**src/rtl/core/gpio_ed_pkg.sv**
```systemverilog
// Package for the GPIO edge-detect block: widths, op and word-address codes, helpers.
package gpio_ed_pkg;

  localparam int NumPins     = 54;
  localparam int PinsLow     = 32;
  localparam int PinsHigh    = NumPins - PinsLow;
  localparam int FselWords   = 6;
  localparam int FieldBits   = 3;
  localparam int PinsPerWord = 10;
  localparam int FselBits    = FieldBits * PinsPerWord;

  typedef logic [NumPins-1:0]  pin_vec_t;
  typedef logic [FselBits-1:0] fsel_word_t;

  typedef enum logic [1:0] {
    OpRead   = 2'd0,
    OpWrite  = 2'd1,
    OpSample = 2'd2,
    OpIdle   = 2'd3
  } op_e;

  // Register word offsets
  localparam logic [5:0] AddrFselLast = 6'd5;
  localparam logic [5:0] AddrSetLo    = 6'd7;
  localparam logic [5:0] AddrSetHi    = 6'd8;
  localparam logic [5:0] AddrClrLo    = 6'd10;
  localparam logic [5:0] AddrClrHi    = 6'd11;
  localparam logic [5:0] AddrLevLo    = 6'd13;
  localparam logic [5:0] AddrLevHi    = 6'd14;
  localparam logic [5:0] AddrEdsLo    = 6'd16;
  localparam logic [5:0] AddrEdsHi    = 6'd17;
  localparam logic [5:0] AddrRenLo    = 6'd19;
  localparam logic [5:0] AddrRenHi    = 6'd20;

  localparam logic [FieldBits-1:0] FuncOutput = 3'b001;

  // Field mask of one function-select word: only fields of existing pins.
  function automatic fsel_word_t fsel_mask(input logic [2:0] w);
    fsel_word_t m;
    m = '0;
    for (int k = 0; k < PinsPerWord; k++) begin
      if (int'(w) * PinsPerWord + k < NumPins) begin
        m[FieldBits*k +: FieldBits] = '1;
      end
    end
    return m;
  endfunction

  // Put a bus word onto the low or high half of the pin vector.
  function automatic pin_vec_t place(input logic [31:0] v, input logic hi);
    pin_vec_t r;
    if (hi) begin
      r = {v[PinsHigh-1:0], {PinsLow{1'b0}}};
    end else begin
      r = {{PinsHigh{1'b0}}, v};
    end
    return r;
  endfunction

  // Read back one half of a pin vector as a bus word.
  function automatic logic [31:0] half(input pin_vec_t v, input logic hi);
    logic [31:0] r;
    if (hi) begin
      r = 32'(v[NumPins-1:PinsLow]);
    end else begin
      r = v[PinsLow-1:0];
    end
    return r;
  endfunction

endpackage

```
**src/rtl/core/gpio_controller_edge_detect_unit.sv**
```systemverilog
// GPIO register block with rising-edge event detection: top level.
//
// Usage:
//   One input channel (in_valid_i / in_ready_o) carries a bus read, a bus
//   write or a pin-sample tick per transfer; op_i selects which. One output
//   channel (out_valid_o / out_ready_i) returns exactly one result per input
//   transfer: read data (zero for writes, ticks, idle and unmapped words) plus
//   the output latch, the per-pin drive enables and the any-event flag, all
//   as they stand after the transfer took effect.
//   Result: registered, appearing the cycle after the input transfer.
//   Throughput: one transfer per cycle while the receiver keeps out_ready_i
//   high; register update and result form in a single pass of decode logic.
//   Stall: with a result held and out_ready_i low, in_ready_o drops; state
//   and the held result stay unchanged until the result is taken.
//   Reset: all pins input, output latch, rise enables, event status and the
//   sampled levels cleared; no result pending.
module gpio_controller_edge_detect_unit (
  input  logic                               clk_i,
  input  logic                               rst_ni,
  input  logic                               in_valid_i,
  output logic                               in_ready_o,
  input  logic [1:0]                         op_i,
  input  logic [5:0]                         word_addr_i,
  input  logic [31:0]                        write_data_i,
  input  logic [31:0]                        pin_in_low_i,
  input  logic [gpio_ed_pkg::PinsHigh-1:0]   pin_in_high_i,
  output logic                               out_valid_o,
  input  logic                               out_ready_i,
  output logic [31:0]                        read_data_o,
  output logic [31:0]                        pin_out_low_o,
  output logic [gpio_ed_pkg::PinsHigh-1:0]   pin_out_high_o,
  output logic [31:0]                        drive_low_o,
  output logic [gpio_ed_pkg::PinsHigh-1:0]   drive_high_o,
  output logic                               event_any_o
);

  // Architectural state
  gpio_ed_pkg::fsel_word_t fsel_q [gpio_ed_pkg::FselWords];
  gpio_ed_pkg::fsel_word_t fsel_d [gpio_ed_pkg::FselWords];
  gpio_ed_pkg::pin_vec_t   latch_q, latch_d;
  gpio_ed_pkg::pin_vec_t   ren_q,   ren_d;
  gpio_ed_pkg::pin_vec_t   evt_q,   evt_d;
  gpio_ed_pkg::pin_vec_t   lev_q,   lev_d;

  // Result register
  logic                    out_valid_q;
  logic [31:0]             rd_q;
  gpio_ed_pkg::pin_vec_t   latch_out_q;
  gpio_ed_pkg::pin_vec_t   drive_q;
  logic                    evt_any_q;

  logic                    in_fire;
  logic [31:0]             rd_d;
  gpio_ed_pkg::pin_vec_t   drive_d;
  gpio_ed_pkg::pin_vec_t   pins;

  // Result slot frees up when it is empty or being taken this cycle.
  assign in_ready_o = !out_valid_q || out_ready_i;
  assign in_fire    = in_valid_i && in_ready_o;
  assign pins       = {pin_in_high_i, pin_in_low_i};

  // Register update and read decode for the current transfer
  always_comb begin
    fsel_d  = fsel_q;
    latch_d = latch_q;
    ren_d   = ren_q;
    evt_d   = evt_q;
    lev_d   = lev_q;
    rd_d    = '0;
    case (op_i)
      gpio_ed_pkg::OpRead: begin
        if (word_addr_i <= gpio_ed_pkg::AddrFselLast) begin
          rd_d = 32'(fsel_q[word_addr_i[2:0]]);
        end else if (word_addr_i inside {gpio_ed_pkg::AddrLevLo, gpio_ed_pkg::AddrLevHi}) begin
          rd_d = gpio_ed_pkg::half(lev_q, word_addr_i == gpio_ed_pkg::AddrLevHi);
        end else if (word_addr_i inside {gpio_ed_pkg::AddrEdsLo, gpio_ed_pkg::AddrEdsHi}) begin
          rd_d = gpio_ed_pkg::half(evt_q, word_addr_i == gpio_ed_pkg::AddrEdsHi);
        end else if (word_addr_i inside {gpio_ed_pkg::AddrRenLo, gpio_ed_pkg::AddrRenHi}) begin
          rd_d = gpio_ed_pkg::half(ren_q, word_addr_i == gpio_ed_pkg::AddrRenHi);
        end
      end
      gpio_ed_pkg::OpWrite: begin
        if (word_addr_i <= gpio_ed_pkg::AddrFselLast) begin
          fsel_d[word_addr_i[2:0]] = write_data_i[gpio_ed_pkg::FselBits-1:0]
                                     & gpio_ed_pkg::fsel_mask(word_addr_i[2:0]);
        end else if (word_addr_i inside {gpio_ed_pkg::AddrSetLo, gpio_ed_pkg::AddrSetHi}) begin
          latch_d = latch_q | gpio_ed_pkg::place(write_data_i,
                                                 word_addr_i == gpio_ed_pkg::AddrSetHi);
        end else if (word_addr_i inside {gpio_ed_pkg::AddrClrLo, gpio_ed_pkg::AddrClrHi}) begin
          latch_d = latch_q & ~gpio_ed_pkg::place(write_data_i,
                                                  word_addr_i == gpio_ed_pkg::AddrClrHi);
        end else if (word_addr_i inside {gpio_ed_pkg::AddrEdsLo, gpio_ed_pkg::AddrEdsHi}) begin
          // write one to clear
          evt_d = evt_q & ~gpio_ed_pkg::place(write_data_i,
                                              word_addr_i == gpio_ed_pkg::AddrEdsHi);
        end else if (word_addr_i == gpio_ed_pkg::AddrRenLo) begin
          ren_d = {ren_q[gpio_ed_pkg::NumPins-1:gpio_ed_pkg::PinsLow], write_data_i};
        end else if (word_addr_i == gpio_ed_pkg::AddrRenHi) begin
          ren_d = {write_data_i[gpio_ed_pkg::PinsHigh-1:0],
                   ren_q[gpio_ed_pkg::PinsLow-1:0]};
        end
      end
      gpio_ed_pkg::OpSample: begin
        // rising edge on an enabled pin
        evt_d = evt_q | (pins & ~lev_q & ren_q);
        lev_d = pins;
      end
      default: begin
      end
    endcase
  end

  // Drive enables follow the updated function select
  always_comb begin
    drive_d = '0;
    for (int w = 0; w < gpio_ed_pkg::FselWords; w++) begin
      for (int k = 0; k < gpio_ed_pkg::PinsPerWord; k++) begin
        if (w * gpio_ed_pkg::PinsPerWord + k < gpio_ed_pkg::NumPins) begin
          drive_d[w * gpio_ed_pkg::PinsPerWord + k] =
            (fsel_d[w][gpio_ed_pkg::FieldBits*k +: gpio_ed_pkg::FieldBits]
             == gpio_ed_pkg::FuncOutput);
        end
      end
    end
  end

  // State registers
  always_ff @(posedge clk_i or negedge rst_ni) begin
    if (!rst_ni) begin
      for (int w = 0; w < gpio_ed_pkg::FselWords; w++) begin
        fsel_q[w] <= '0;
      end
      latch_q <= '0;
      ren_q   <= '0;
      evt_q   <= '0;
      lev_q   <= '0;
    end else if (in_fire) begin
      fsel_q  <= fsel_d;
      latch_q <= latch_d;
      ren_q   <= ren_d;
      evt_q   <= evt_d;
      lev_q   <= lev_d;
    end
  end

  // Result valid
  always_ff @(posedge clk_i or negedge rst_ni) begin
    if (!rst_ni) begin
      out_valid_q <= 1'b0;
    end else if (in_fire) begin
      out_valid_q <= 1'b1;
    end else if (out_ready_i) begin
      out_valid_q <= 1'b0;
    end
  end

  // Result payload
  always_ff @(posedge clk_i) begin
    if (in_fire) begin
      rd_q        <= rd_d;
      latch_out_q <= latch_d;
      drive_q     <= drive_d;
      evt_any_q   <= |evt_d;
    end
  end

  assign out_valid_o    = out_valid_q;
  assign read_data_o    = rd_q;
  assign pin_out_low_o  = latch_out_q[gpio_ed_pkg::PinsLow-1:0];
  assign pin_out_high_o = latch_out_q[gpio_ed_pkg::NumPins-1:gpio_ed_pkg::PinsLow];
  assign drive_low_o    = drive_q[gpio_ed_pkg::PinsLow-1:0];
  assign drive_high_o   = drive_q[gpio_ed_pkg::NumPins-1:gpio_ed_pkg::PinsLow];
  assign event_any_o    = evt_any_q;

  // Held result agrees with the event status it was formed from
  a_evt_any_match: assert property (@(posedge clk_i) disable iff (!rst_ni)
    out_valid_o |-> (event_any_o == (|evt_q)))
    else $error("event_any disagrees with event status");

  // Held result shows the current output latch
  a_latch_match: assert property (@(posedge clk_i) disable iff (!rst_ni)
    out_valid_o |-> ({pin_out_high_o, pin_out_low_o} == latch_q))
    else $error("pin_out disagrees with output latch");

  // A write to the LEV words leaves the sampled levels alone
  a_lev_read_only: assert property (@(posedge clk_i) disable iff (!rst_ni)
    (in_fire && op_i == gpio_ed_pkg::OpWrite
     && (word_addr_i == gpio_ed_pkg::AddrLevLo || word_addr_i == gpio_ed_pkg::AddrLevHi))
    |=> $stable(lev_q))
    else $error("LEV changed on a write");

  // A read leaves the output latch, event status, rise enables and sampled levels unchanged
  a_read_no_effect: assert property (@(posedge clk_i) disable iff (!rst_ni)
    (in_fire && op_i == gpio_ed_pkg::OpRead)
    |=> ($stable(latch_q) && $stable(evt_q) && $stable(ren_q) && $stable(lev_q)))
    else $error("state changed on a read");

endmodule

```
**config.mk**
```make
export PLATFORM = sky130hd
export DESIGN_NAME = gpio_controller_edge_detect_unit
export DESIGN_NICKNAME = d
export VERILOG_FILES = /design/src/rtl/core/gpio_ed_pkg.sv /design/src/rtl/core/gpio_controller_edge_detect_unit.sv
export SDC_FILE = /design/constraint.sdc
export NUM_CORES = 1
export LEC_CHECK = 0
export BUFFER_PORTS_ARGS = -buffer_cell sky130_fd_sc_hd__buf_2
export CORE_MARGIN = 1.5
export CORE_UTILIZATION = 25
export CTS_CLUSTER_DIAMETER = 150
export DETAILED_ROUTE_END_ITERATION = 6
export SYNTH_ARGS = -nofsm -noshare
export SYNTH_HDL_FRONTEND = slang
export SYNTH_SLANG_ARGS = --single-unit
```
**constraint.sdc**
```tcl
create_clock -name clk_i -period 7.6 [get_ports clk_i]
set_input_delay 0.76 -clock clk_i [delete_from_list [all_inputs] [get_ports clk_i]]
set_output_delay 0.76 -clock clk_i [all_outputs]
set_load 0.05 [all_outputs]
```
* After elaboration in Yosys (flattened, before gate mapping) *
Index checks and enable logic that the tools add are counted.

operators by class
  muxes and demuxes = 72
  divide/modulo/power cells = 0
  multiply operators = 1
  $lt $le $gt $ge = 13
  reduce and logical (&&, ||, !) cells = 17
  shift operators = 0
  bitwise logic cells = 17
  equal/unequal tests = 66
  add/sub/neg operators = 9

operator list
  operator                 number
  $mux W54                 23
  $mux W180                2
  $lt A32 B7 Y1 const B    9
  $mux W32                 7
  $and A54 B54 Y54         4
  $bwmux W180              1
  $eq A3 B1 Y1 const B     54
  $not A54 Y54             3
  $add A32 B4 Y32 const B  4
  $mux W30                 4
  $or A54 B54 Y54          2
  $pmux W54 S2             1
  $bmux W30 S3             1
  $demux W30 S3            1
  $mux W3                  30
  $add A32 B3 Y32 const B  2
  $reduce_or A54 Y1        1
  $add A32 B2 Y32 const B  1
  $add A32 B5 Y32 const B  1
  $and A30 B30 Y30         1
  $eq A6 B4 Y1 const B     5
  $eq A6 B5 Y1 const B     4
  $reduce_bool A2 Y1       6
  $add A7 B4 Y8 const B    1
  other kinds (20)         27

word-level totals
  memories = 0
  memory bits (read-only) = 0
  word-level logic and storage cells = 213
  bits of input ports = 98
  bits in registers = 538
  RAM bits = 0
  latch bits = 0

* Longest topological paths before layout *
Gate-level depths: netlist of the first run.

  depth after elaboration = 15
  mapped depth = 13

* Worst setup path after synthesis of the first run *
OpenSTA, ideal clock, no wires.

  kind = input to register
  from = input out_ready_i
  to = register evt_q[21]
  required time = 7.514 ns
  path buffers = 2
  setup time = 0.086 ns
  stages = 6
  path slack = 0.876 ns
  arrival time = 6.638 ns
  path through = nand2b_1 nand2_1 clkinv_1 buf_1 clkbuf_1 mux2_2

on the way
  longest elaborated chain between the ends = 2

ends and longest elaborated chain
  item                  line                                     source
  start, declared       gpio_controller_edge_detect_unit.sv:28   input logic out_ready_i,
  $logic_or A1 B1 Y1    gpio_controller_edge_detect_unit.sv:58   assign in_ready_o = !out_valid_q || out_ready_i;
  $logic_and A1 B1 Y1   gpio_controller_edge_detect_unit.sv:59   assign in_fire = in_valid_i && in_ready_o;
  via in_fire           gpio_controller_edge_detect_unit.sv:52   logic in_fire;
  end signal, assigned  gpio_controller_edge_detect_unit.sv:141  evt_q <= evt_d;
  end, declared         gpio_controller_edge_detect_unit.sv:42   gpio_ed_pkg::pin_vec_t evt_q, evt_d;

The timed path passes the listed nets, and every way through them passes these cells.
A chain may end at the register's enable or synchronous reset.

* Worst setup path in the final report of the first run *
  from = input word_addr_i[2]
  to = register drive_q[49] (data pin)

on the way
  longest elaborated chain between the ends = 11
  elaborated cells on any way between the ends = 18
  classes of those cells = add/sub: 1; mul: 1; order compare: 4; eq/ne: 1; mux: 8; bitwise: 2; reduce/logical: 1

ends and longest elaborated chain
  item                  line                                     source
  start, declared       gpio_controller_edge_detect_unit.sv:23   input logic [5:0] word_addr_i,
  $mul A3 B3 Y6         gpio_ed_pkg.sv:42                        if (int'(w) * PinsPerWord + k < NumPins) begin
  $add A7 B4 Y8         gpio_ed_pkg.sv:42
  $lt A8 B6 Y1          gpio_ed_pkg.sv:42
  $mux W3               gpio_ed_pkg.sv:42
  $mux W3               gpio_controller_edge_detect_unit.sv:83   if (word_addr_i <= gpio_ed_pkg::AddrFselLast) begin
  $mux W3               gpio_controller_edge_detect_unit.sv:70   case (op_i)
  $and A30 B30 Y30      gpio_controller_edge_detect_unit.sv:85   & gpio_ed_pkg::fsel_mask(word_addr_i[2:0]);
  $bwmux W180           gpio_controller_edge_detect_unit.sv:84   fsel_d[word_addr_i[2:0]] = write_data_i[gpio_ed_pkg::FselBits-1:0]
  $mux W180 *           gpio_controller_edge_detect_unit.sv:83
  $mux W180 *           gpio_controller_edge_detect_unit.sv:70
  $eq A3 B1 Y1 *        gpio_controller_edge_detect_unit.sv:121  == gpio_ed_pkg::FuncOutput);
  via drive_d[49]       gpio_controller_edge_detect_unit.sv:54   gpio_ed_pkg::pin_vec_t drive_d;
  end signal, assigned  gpio_controller_edge_detect_unit.sv:162  drive_q <= drive_d;
  end, declared         gpio_controller_edge_detect_unit.sv:49   gpio_ed_pkg::pin_vec_t drive_q;

Mark *: on every way through the listed nets, which the timed path passes. The rest lies on a longest branch. The select of a mux whose other input is x is not followed.

==> metrics.json, run 1 <==
{
  "reg2reg_depth": 9,
  "floorplan.rows": 116,
  "hold-worst-slack_ns": 0.153,
  "number_of_global_route_vias_before_repair": 19800,
  "synthDominantCellAreaShare_pct": 39.4,
  "worst_slew_pin_slew_ns": 1.23,
  "fillers": 10400,
  "syn_to_final_growth_pct": 17.0,
  "cp-start-kind": "input pin",
  "placement.io_buffers": 240,
  "timing.critical_path.arrival_ns": 4.95,
  "gp_congestion": 0.856,
  "instances_no_fill": 3972,
  "number_of_antenna_violations_at_the_first_check_in_global_routing": 42,
  "synthDominantAreaCellType": "sky130_fd_sc_hd__dfrtp_1",
  "cp_slowest_cell": "sky130_fd_sc_hd__a21oi_1",
  "synth.net_count": 2583,
  "placed_cells_incl_taps": 3857,
  "final_hold_vio_count": 0,
  "clock_latency_ns": 0.65,
  "post-route-period-util_pct": 60.4,
  "async_flop_share_pct": 73.8,
  "critical_path_launch_point": "word_addr_i[2]",
  "maximum_cell_stage_delay_along_the_critical_path_ns": 0.90,
  "hold_class": "input pin to asynchronous set/reset pin",
  "post_cts_resized": 0,
  "reg2reg_from": "out_valid_o",
  "fp.dieArea_um2": 103000,
  "syn_inst": 2468,
  "vdd.ir_drop.worst_uv": 158,
  "p_leak_nw": 12.0,
  "unrepaired_setup_endpoints_after_global_routing": "no",
  "cts-hold-fix-buffers": 0,
  "maxcap_violations": 0,
  "synth.top_cells.by_area": "sky130_fd_sc_hd__dfrtp_1, sky130_fd_sc_hd__edfxtp_1, sky130_fd_sc_hd__nand2_1",
  "cts_tree": "built",
  "clock_path_buffers": 3,
  "wl_per_cell_um": 23.4,
  "htreeDepth": 2,
  "run_status": "finished clean",
  "drt_pre_antenna_iters": 5,
  "pwr_density_cell_nw_per_um2": 241,
  "routed_via_density": 5.25,
  "flop2flop_setup_slack_ns": 3.78,
  "drive_above_1_share_pct": 19.6,
  "critical_path_cell_count": 12,
  "cp_cell_sequence": "buf_2 > ha_1 > xor2_1 > ha_1 > inv_1 > fa_1 > nand2b_1 > a21oi_1 > a21oi_1 > nand2_1 > nand4_1 > o21ai_0",
  "postCtsSetupBuffers": 0,
  "antenna_violating_nets_post_route": 0,
  "drt-initial-drc-count": 2304,
  "number_of_slew_limit_violations_in_the_final_report": 0,
  "tritoncts.num_buffers": 56,
  "critical_path.endpoint_type": "flip-flop",
  "fin_skew_ns": 0.0374,
  "post-route-min-period_ns": 4.59,
  "synth_sequential_area_ratio_pct": 56.2,
  "crit_family": "adder cells",
  "detail_route.drc_violations": 0,
  "floorplan.die.height_um": 321,
  "critical_path.reg2reg.endpoint": "fsel_q[75]",
  "crit_path_max_fanout": 16,
  "critPathRequiredTime_ns": 7.96,
  "clk_root_buffer_cell": "sky130_fd_sc_hd__clkbuf_16",
  "final_net_count": 2732,
  "avgSynthCellArea_um2": 10.2,
  "initial_utilization_pct": 25.2,
  "count_of_flip_flops_with_a_built_in_enable_after_synthesis": 141,
  "finalSetupTns_ns": 0,
  "die_x_um": 321,
  "synth.ff_latch_count": 538,
  "clk_transition_reported_paths_ns": 0.06,
  "clock_sink_count": 538,
  "critPathKind": "input pin to flip-flop",
  "grt.overflow.total": 0,
  "wl_um": 92800,
  "global_route_wire_length_before_repair_um": 136000,
  "pin_count": 241,
  "number_of_failing_setup_endpoints_in_the_final_timing_report": 0,
  "slew_headroom_pct": 18.1,
  "ys_dominant_reg_cell": "sky130_fd_sc_hd__dfrtp_1",
  "dp.final_hpwl_um": 63600,
  "yosysWarningCount": 0,
  "grt_overall_usage_pct": 17.6,
  "grt_max_degree": 172,
  "setup.worst_path.end": "drive_q[49]",
  "dr_total_vias": 20900,
  "netlist-cell-type-count": 65,
  "netlist_area_um2": 25200,
  "maximum_clock_frequency_mhz": 218,
  "worst_path_buffer_plus_inverter_count": 2,
  "coreArea_um2": 100000
}
-- per-stage QoR --
step	total power, mW	util, %	setup WS, ns	area, µm²
floorplan	4.04	-	0.876	25200
global placement	4.36	27.7	2.61	27700
detailed placement	4.39	27.7	2.54	27700
CTS	7.17	29.5	3.24	29500
global route	7.39	29.5	2.83	29500
finish	7.12	29.5	3.01	29500
-- cell usage in the layout (no fill, tap or decap), types with 65 or more instances in the layout --
cell	count
sky130_fd_sc_hd__o21ai_0	356
sky130_fd_sc_hd__nor2_1	65
sky130_fd_sc_hd__edfxtp_1	141
sky130_fd_sc_hd__a22oi_1	92
sky130_fd_sc_hd__mux2_2	137
sky130_fd_sc_hd__nand2_1	495
sky130_fd_sc_hd__dfrtp_1	397
sky130_fd_sc_hd__a31oi_1	68
sky130_fd_sc_hd__nand3_1	70
sky130_fd_sc_hd__buf_2	239
sky130_fd_sc_hd__a21oi_1	72
-- worst min-delay path by stage --
stage | cells after the start | to | slack, ns | from
after global placement | 2 | flip-flop | 0.46 | flip-flop
after global routing | 1 | latch_q[24] | 0.19 | rst_ni
final | 1 | latch_q[24] | 0.15 | rst_ni
after detailed placement | 2 | flip-flop | 0.47 | flip-flop
after floorplan | 2 | flip-flop | 0.45 | flip-flop
after CTS | 1 | latch_q[24] | 0.18 | rst_ni
-- state kept, by name, summed over array words and instances, names as in the netlist, named ones only --
| name | flops |
|---|---|
| fsel_q | 162 |
| drive_q | 54 |
| evt_q | 54 |
| latch_out_q | 54 |
| latch_q | 54 |
| lev_q | 54 |
| ren_q | 54 |
| read_data_o | 32 |
| event_any_o | 1 |
| out_valid_o | 1 |
-- metal layers --
metal / share of wire (%) / global-route usage (%) / vias to the layer above
met4: 3.2 / 5.59 / 48
met5: 0.32 / 0 / -
li1: - / - / 9375
met3: 8.9 / 4.72 / 190
met1: 41 / 23.3 / 10400
met2: 46 / 28.0 / 852
-- power by group --
group | leakage, nW | total [mW] | internal, mW | switching (mW)
logic | 4.27 | 0.965 | 0.292 | 0.674
registers | 6.80 | 3.37 | 3.22 | 0.144
clock network | 0.887 | 2.78 | 1.56 | 1.22
total | 12.0 | 7.12 | 5.08 | 2.04
-- layout make-up --
class	instances	area [µm²]	area share, %
clock inverters	25	275	0.933
inverters	20	82.6	0.280
diodes	10	25.0	0.0848
well taps	1298	1620	5.50
multi-input cells	1723	10300	34.8
repair buffers	278	1520	5.15
flip-flops and latches	538	14200	48.0
clock buffers	80	1550	5.26
-- logic make-up after synthesis --
logic type	synth area share (%)
adder cells (fa/ha/maj)	0.873
flip-flops	56.2
AO/OA/AOI/OAI	18.0
buffers and inverters	3.36
multiplexers	7.45
AND/OR/NAND/NOR	14.1
XOR/XNOR	0.0694
-- Yosys cell counts (3+ instances only) --
cell type                  number
sky130_fd_sc_hd__and4b_1        7
sky130_fd_sc_hd__nor2_1        65
sky130_fd_sc_hd__nor3_1        49
sky130_fd_sc_hd__buf_2         18
sky130_fd_sc_hd__a221oi_1       8
sky130_fd_sc_hd__a221o_1       22
sky130_fd_sc_hd__o22ai_1        9
sky130_fd_sc_hd__and3_1         5
sky130_fd_sc_hd__mux2_1        30
sky130_fd_sc_hd__o311a_1       22
sky130_fd_sc_hd__buf_4          5
sky130_fd_sc_hd__dfrtp_1      397
sky130_fd_sc_hd__a211oi_1      43
sky130_fd_sc_hd__nand2_1      497
sky130_fd_sc_hd__o21ai_0      356
sky130_fd_sc_hd__nand2b_1       7
sky130_fd_sc_hd__o21ai_1        7
sky130_fd_sc_hd__nor4_1         5
sky130_fd_sc_hd__nor3b_1        8
sky130_fd_sc_hd__a31oi_1       68
sky130_fd_sc_hd__a21oi_1       72
sky130_fd_sc_hd__buf_6          4
sky130_fd_sc_hd__buf_1          5
sky130_fd_sc_hd__ha_1          16
sky130_fd_sc_hd__nand4_1       57
sky130_fd_sc_hd__nand3_1       70
sky130_fd_sc_hd__a22o_1        18
sky130_fd_sc_hd__o21a_1         3
sky130_fd_sc_hd__edfxtp_1     141
sky130_fd_sc_hd__a22oi_1       92
sky130_fd_sc_hd__clkbuf_1     155
sky130_fd_sc_hd__and2_1         6
sky130_fd_sc_hd__inv_1         19
sky130_fd_sc_hd__nor2b_1        3
sky130_fd_sc_hd__mux2_2       137
Power figures use the tool's default switching activity.
==> run 2, diff against run 1 <==
ABC_AREA = 1   (was unset)
clock period = 4.67 ns   (was 7.6 ns; I/O delays follow)
==> metrics.json, run 2 <==
{
  "critPathKind": "input pin to flip-flop",
  "crit_path_max_fanout": 17,
  "async_flop_share_pct": 73.8,
  "final_net_count": 3918,
  "coreArea_um2": 113000,
  "maxcap_violations": 0,
  "antenna_violating_nets_post_route": 0,
  "unrepaired_setup_endpoints_after_global_routing": "no",
  "clk_transition_reported_paths_ns": 0.06,
  "cp_slowest_cell": "sky130_fd_sc_hd__or2_1",
  "number_of_antenna_violations_at_the_first_check_in_global_routing": 32,
  "synthMostInstantiatedCell": "sky130_fd_sc_hd__nand2_1",
  "leading_cell_type_in_the_layout_fill_and_taps_excluded": "sky130_fd_sc_hd__nand2_1",
  "clk_root_buffer_cell": "sky130_fd_sc_hd__clkbuf_16",
  "finish.utilization_pct": 29.5,
  "wl_per_cell_um": 20.2,
  "fp.dieArea_um2": 116000,
  "maximum_clock_frequency_mhz": 317,
  "pwr_density_cell_nw_per_um2": 416,
  "synthDominantCellAreaShare_pct": 34.9,
  "synth.ff_latch_count": 538,
  "instances_no_fill": 5362,
  "slew_headroom_pct": 24.8,
  "final_hold_vio_count": 0,
  "routed_via_density": 4.88,
  "drive_above_1_share_pct": 12.1,
  "number_of_global_route_vias_before_repair": 24700,
  "fin_skew_ns": 0.0263,
  "initial_utilization_pct": 25.3,
  "synth.top_cells.by_area": "sky130_fd_sc_hd__dfrtp_1, sky130_fd_sc_hd__nand2_1, sky130_fd_sc_hd__edfxtp_1",
  "die_x_um": 340,
  "preCtsSetupSlack_ns": 0.871,
  "largest_register_ff_count": 162,
  "clock_sink_count": 538,
  "syn_inst": 3647,
  "synth.net_count": 3762,
  "crit_family": "simple AND/OR/NAND/NOR gates",
  "cp_cell_sequence": "buf_2 > ha_1 > nand2_1 > inv_1 > ha_1 > inv_1 > nor2_4 > nand2_4 > xor2_4 > or2_1 > nand3_2 > o21ai_0 > nor2_1",
  "synth_sequential_area_ratio_pct": 49.8,
  "number_of_failing_setup_endpoints_in_the_final_timing_report": 0,
  "worst_slew_pin_slew_ns": 1.12,
  "detail_route.drc_violations": 0,
  "dr_total_vias": 26100,
  "cts_tree": "built",
  "tritoncts.num_buffers": 59,
  "clock_latency_ns": 0.65,
  "yosys-top-cells-count": "sky130_fd_sc_hd__nand2_1, sky130_fd_sc_hd__dfrtp_1, sky130_fd_sc_hd__o21ai_0",
  "placed_cells_incl_taps": 5241,
  "finalSetupTns_ns": 0,
  "post-route-period-util_pct": 67.6,
  "netlist_area_um2": 28500,
  "maximum_cell_stage_delay_along_the_critical_path_ns": 0.74,
  "count_of_flip_flops_with_a_built_in_enable_after_synthesis": 141,
  "final_critical_path_setup_slack_ns": 1.51,
  "timing.critical_path.arrival_ns": 3.55,
  "wl_um": 108000,
  "yosysWarningCount": 0,
  "post-route-min-period_ns": 3.16,
  "drt-initial-drc-count": 2889,
  "global_route_wire_length_before_repair_um": 161000,
  "avgSynthCellArea_um2": 7.80,
  "regMostFlops": "fsel_q",
  "grt_max_degree": 195,
  "ys_dominant_reg_cell": "sky130_fd_sc_hd__dfrtp_1",
  "vdd.ir_drop.worst_uv": 308,
  "cp-start-kind": "input pin",
  "worst_path_buffer_plus_inverter_count": 3,
  "grt_overall_usage_pct": 18.3,
  "grt.overflow.total": 0,
  "post_cts_resized": 0,
  "dp.final_hpwl_um": 76200,
  "synthDominantAreaCellType": "sky130_fd_sc_hd__dfrtp_1",
  "drt_pre_antenna_iters": 6,
  "critical_path.endpoint_type": "flip-flop",
  "floorplan.die.height_um": 340,
  "p_leak_nw": 15.5,
  "hold_class": "input pin to flip-flop",
  "htreeDepth": 2,
  "gp_congestion": 0.876,
  "number_of_slew_limit_violations_in_the_final_report": 0,
  "layout_common_cells": "sky130_fd_sc_hd__nand2_1, sky130_fd_sc_hd__dfrtp_1, sky130_fd_sc_hd__o21ai_0",
  "critPathRequiredTime_ns": 5.06,
  "run_status": "finished clean",
  "floorplan.rows": 123,
  "hold-worst-slack_ns": 0.0746,
  "pin_count": 241,
  "placement.io_buffers": 240,
  "netlist-cell-type-count": 57,
  "syn_to_final_growth_pct": 16.6,
  "clock_path_buffers": 3
}
==> run 2: cell types whose count changed after synthesis, moves of 33 or more <==
cell                       change
sky130_fd_sc_hd__mux2_2      -127
sky130_fd_sc_hd__clkbuf_1     -33
sky130_fd_sc_hd__a211oi_1     -42
sky130_fd_sc_hd__o21ai_0      +38
sky130_fd_sc_hd__nand2_1     +743
sky130_fd_sc_hd__nor3_1       -36
sky130_fd_sc_hd__a21oi_1      +71
sky130_fd_sc_hd__a22oi_1      -49
sky130_fd_sc_hd__nand3_1      +68
sky130_fd_sc_hd__nor2_1      +126
sky130_fd_sc_hd__inv_1       +331
sky130_fd_sc_hd__a31oi_1      -36
sky130_fd_sc_hd__buf_2        +33
sky130_fd_sc_hd__o21ai_1      +61
==> run 2: final timing paths <==
| path | from | end | slack (ns) | cells after the start |
|---|---|---|---|---|
| min | pin_in_low_i[22] | lev_q[22] | 0.07 | 2 |
| max reg2reg | out_valid_o | ren_q[39] | 1.92 | 7 |
| max | word_addr_i[0] | drive_q[33] | 1.51 | 13 |
| max in group asynchronous | rst_ni | latch_q[26] | 3.19 | 3 |
| min reg2reg | latch_q[42] | latch_q[42] | 0.48 | 2 |
| min in group asynchronous | rst_ni | lev_q[30] | 0.38 | 2 |
==> run 2: cell families (layout without fill, tap and decap cells) <==
group,after synthesis,count (layout),synth area share [%]
AND/OR/NAND/NOR,1690,1690,24.6
AO/OA/AOI/OAI,806,806,15.9
buffers and inverters,575,782,8.12
flip-flops,538,538,49.8
multiplexers,20,20,0.748
adder cells (fa/ha/maj),17,17,0.774
XOR/XNOR,1,1,0.0968
other,0,8,0
==> run 2: worst reg2reg max path: cells and delay by family (launching register included) <==
family          cells  cell delay [ns]
simple gates        5             1.43
compound gates      1             0.41
flops               1             0.40
buf+inv             1             0.38
==> run 2: where the power goes <==
group          switching, mW  internal, mW
Clock                   2.04          2.71
Combinational           2.19         0.821
Sequential             0.426          5.61
==> run 2: area by class of cell <==
class / instances / area (µm²)
antenna: 8 / 20.0
clock inverter: 26 / 246
timing repair buffer: 303 / 1800
fill: 12000 / 79500
clock buffer: 86 / 1680
tap: 1500 / 1880
multi-input combinational: 2534 / 12000
sequential: 538 / 14200
inverter: 367 / 1390
==> run 2: metal layers <==
layer,up-vias,part of all wire (%),GRT usage [%]
li1,12300,-,-
met1,12400,43,24.7
met2,1106,43,27.6
met3,243,9.1,4.86
met4,42,4.6,7.56
met5,-,0.25,0
==> run 2: metrics by stage <==
step	power, mW	area, µm²
detailed placement	9.11	31200
global placement	9.04	31200
floorplan	8.08	28500
CTS	13.9	33200
finish	13.8	33200
global route	14.5	33200
==> run 2: repair_timing <==
item,CTS,global route
buffers inserted,0,0
hold endpoints to repair,58,0
endpoints found under the setup margin,0,0
hold buffers,1,0
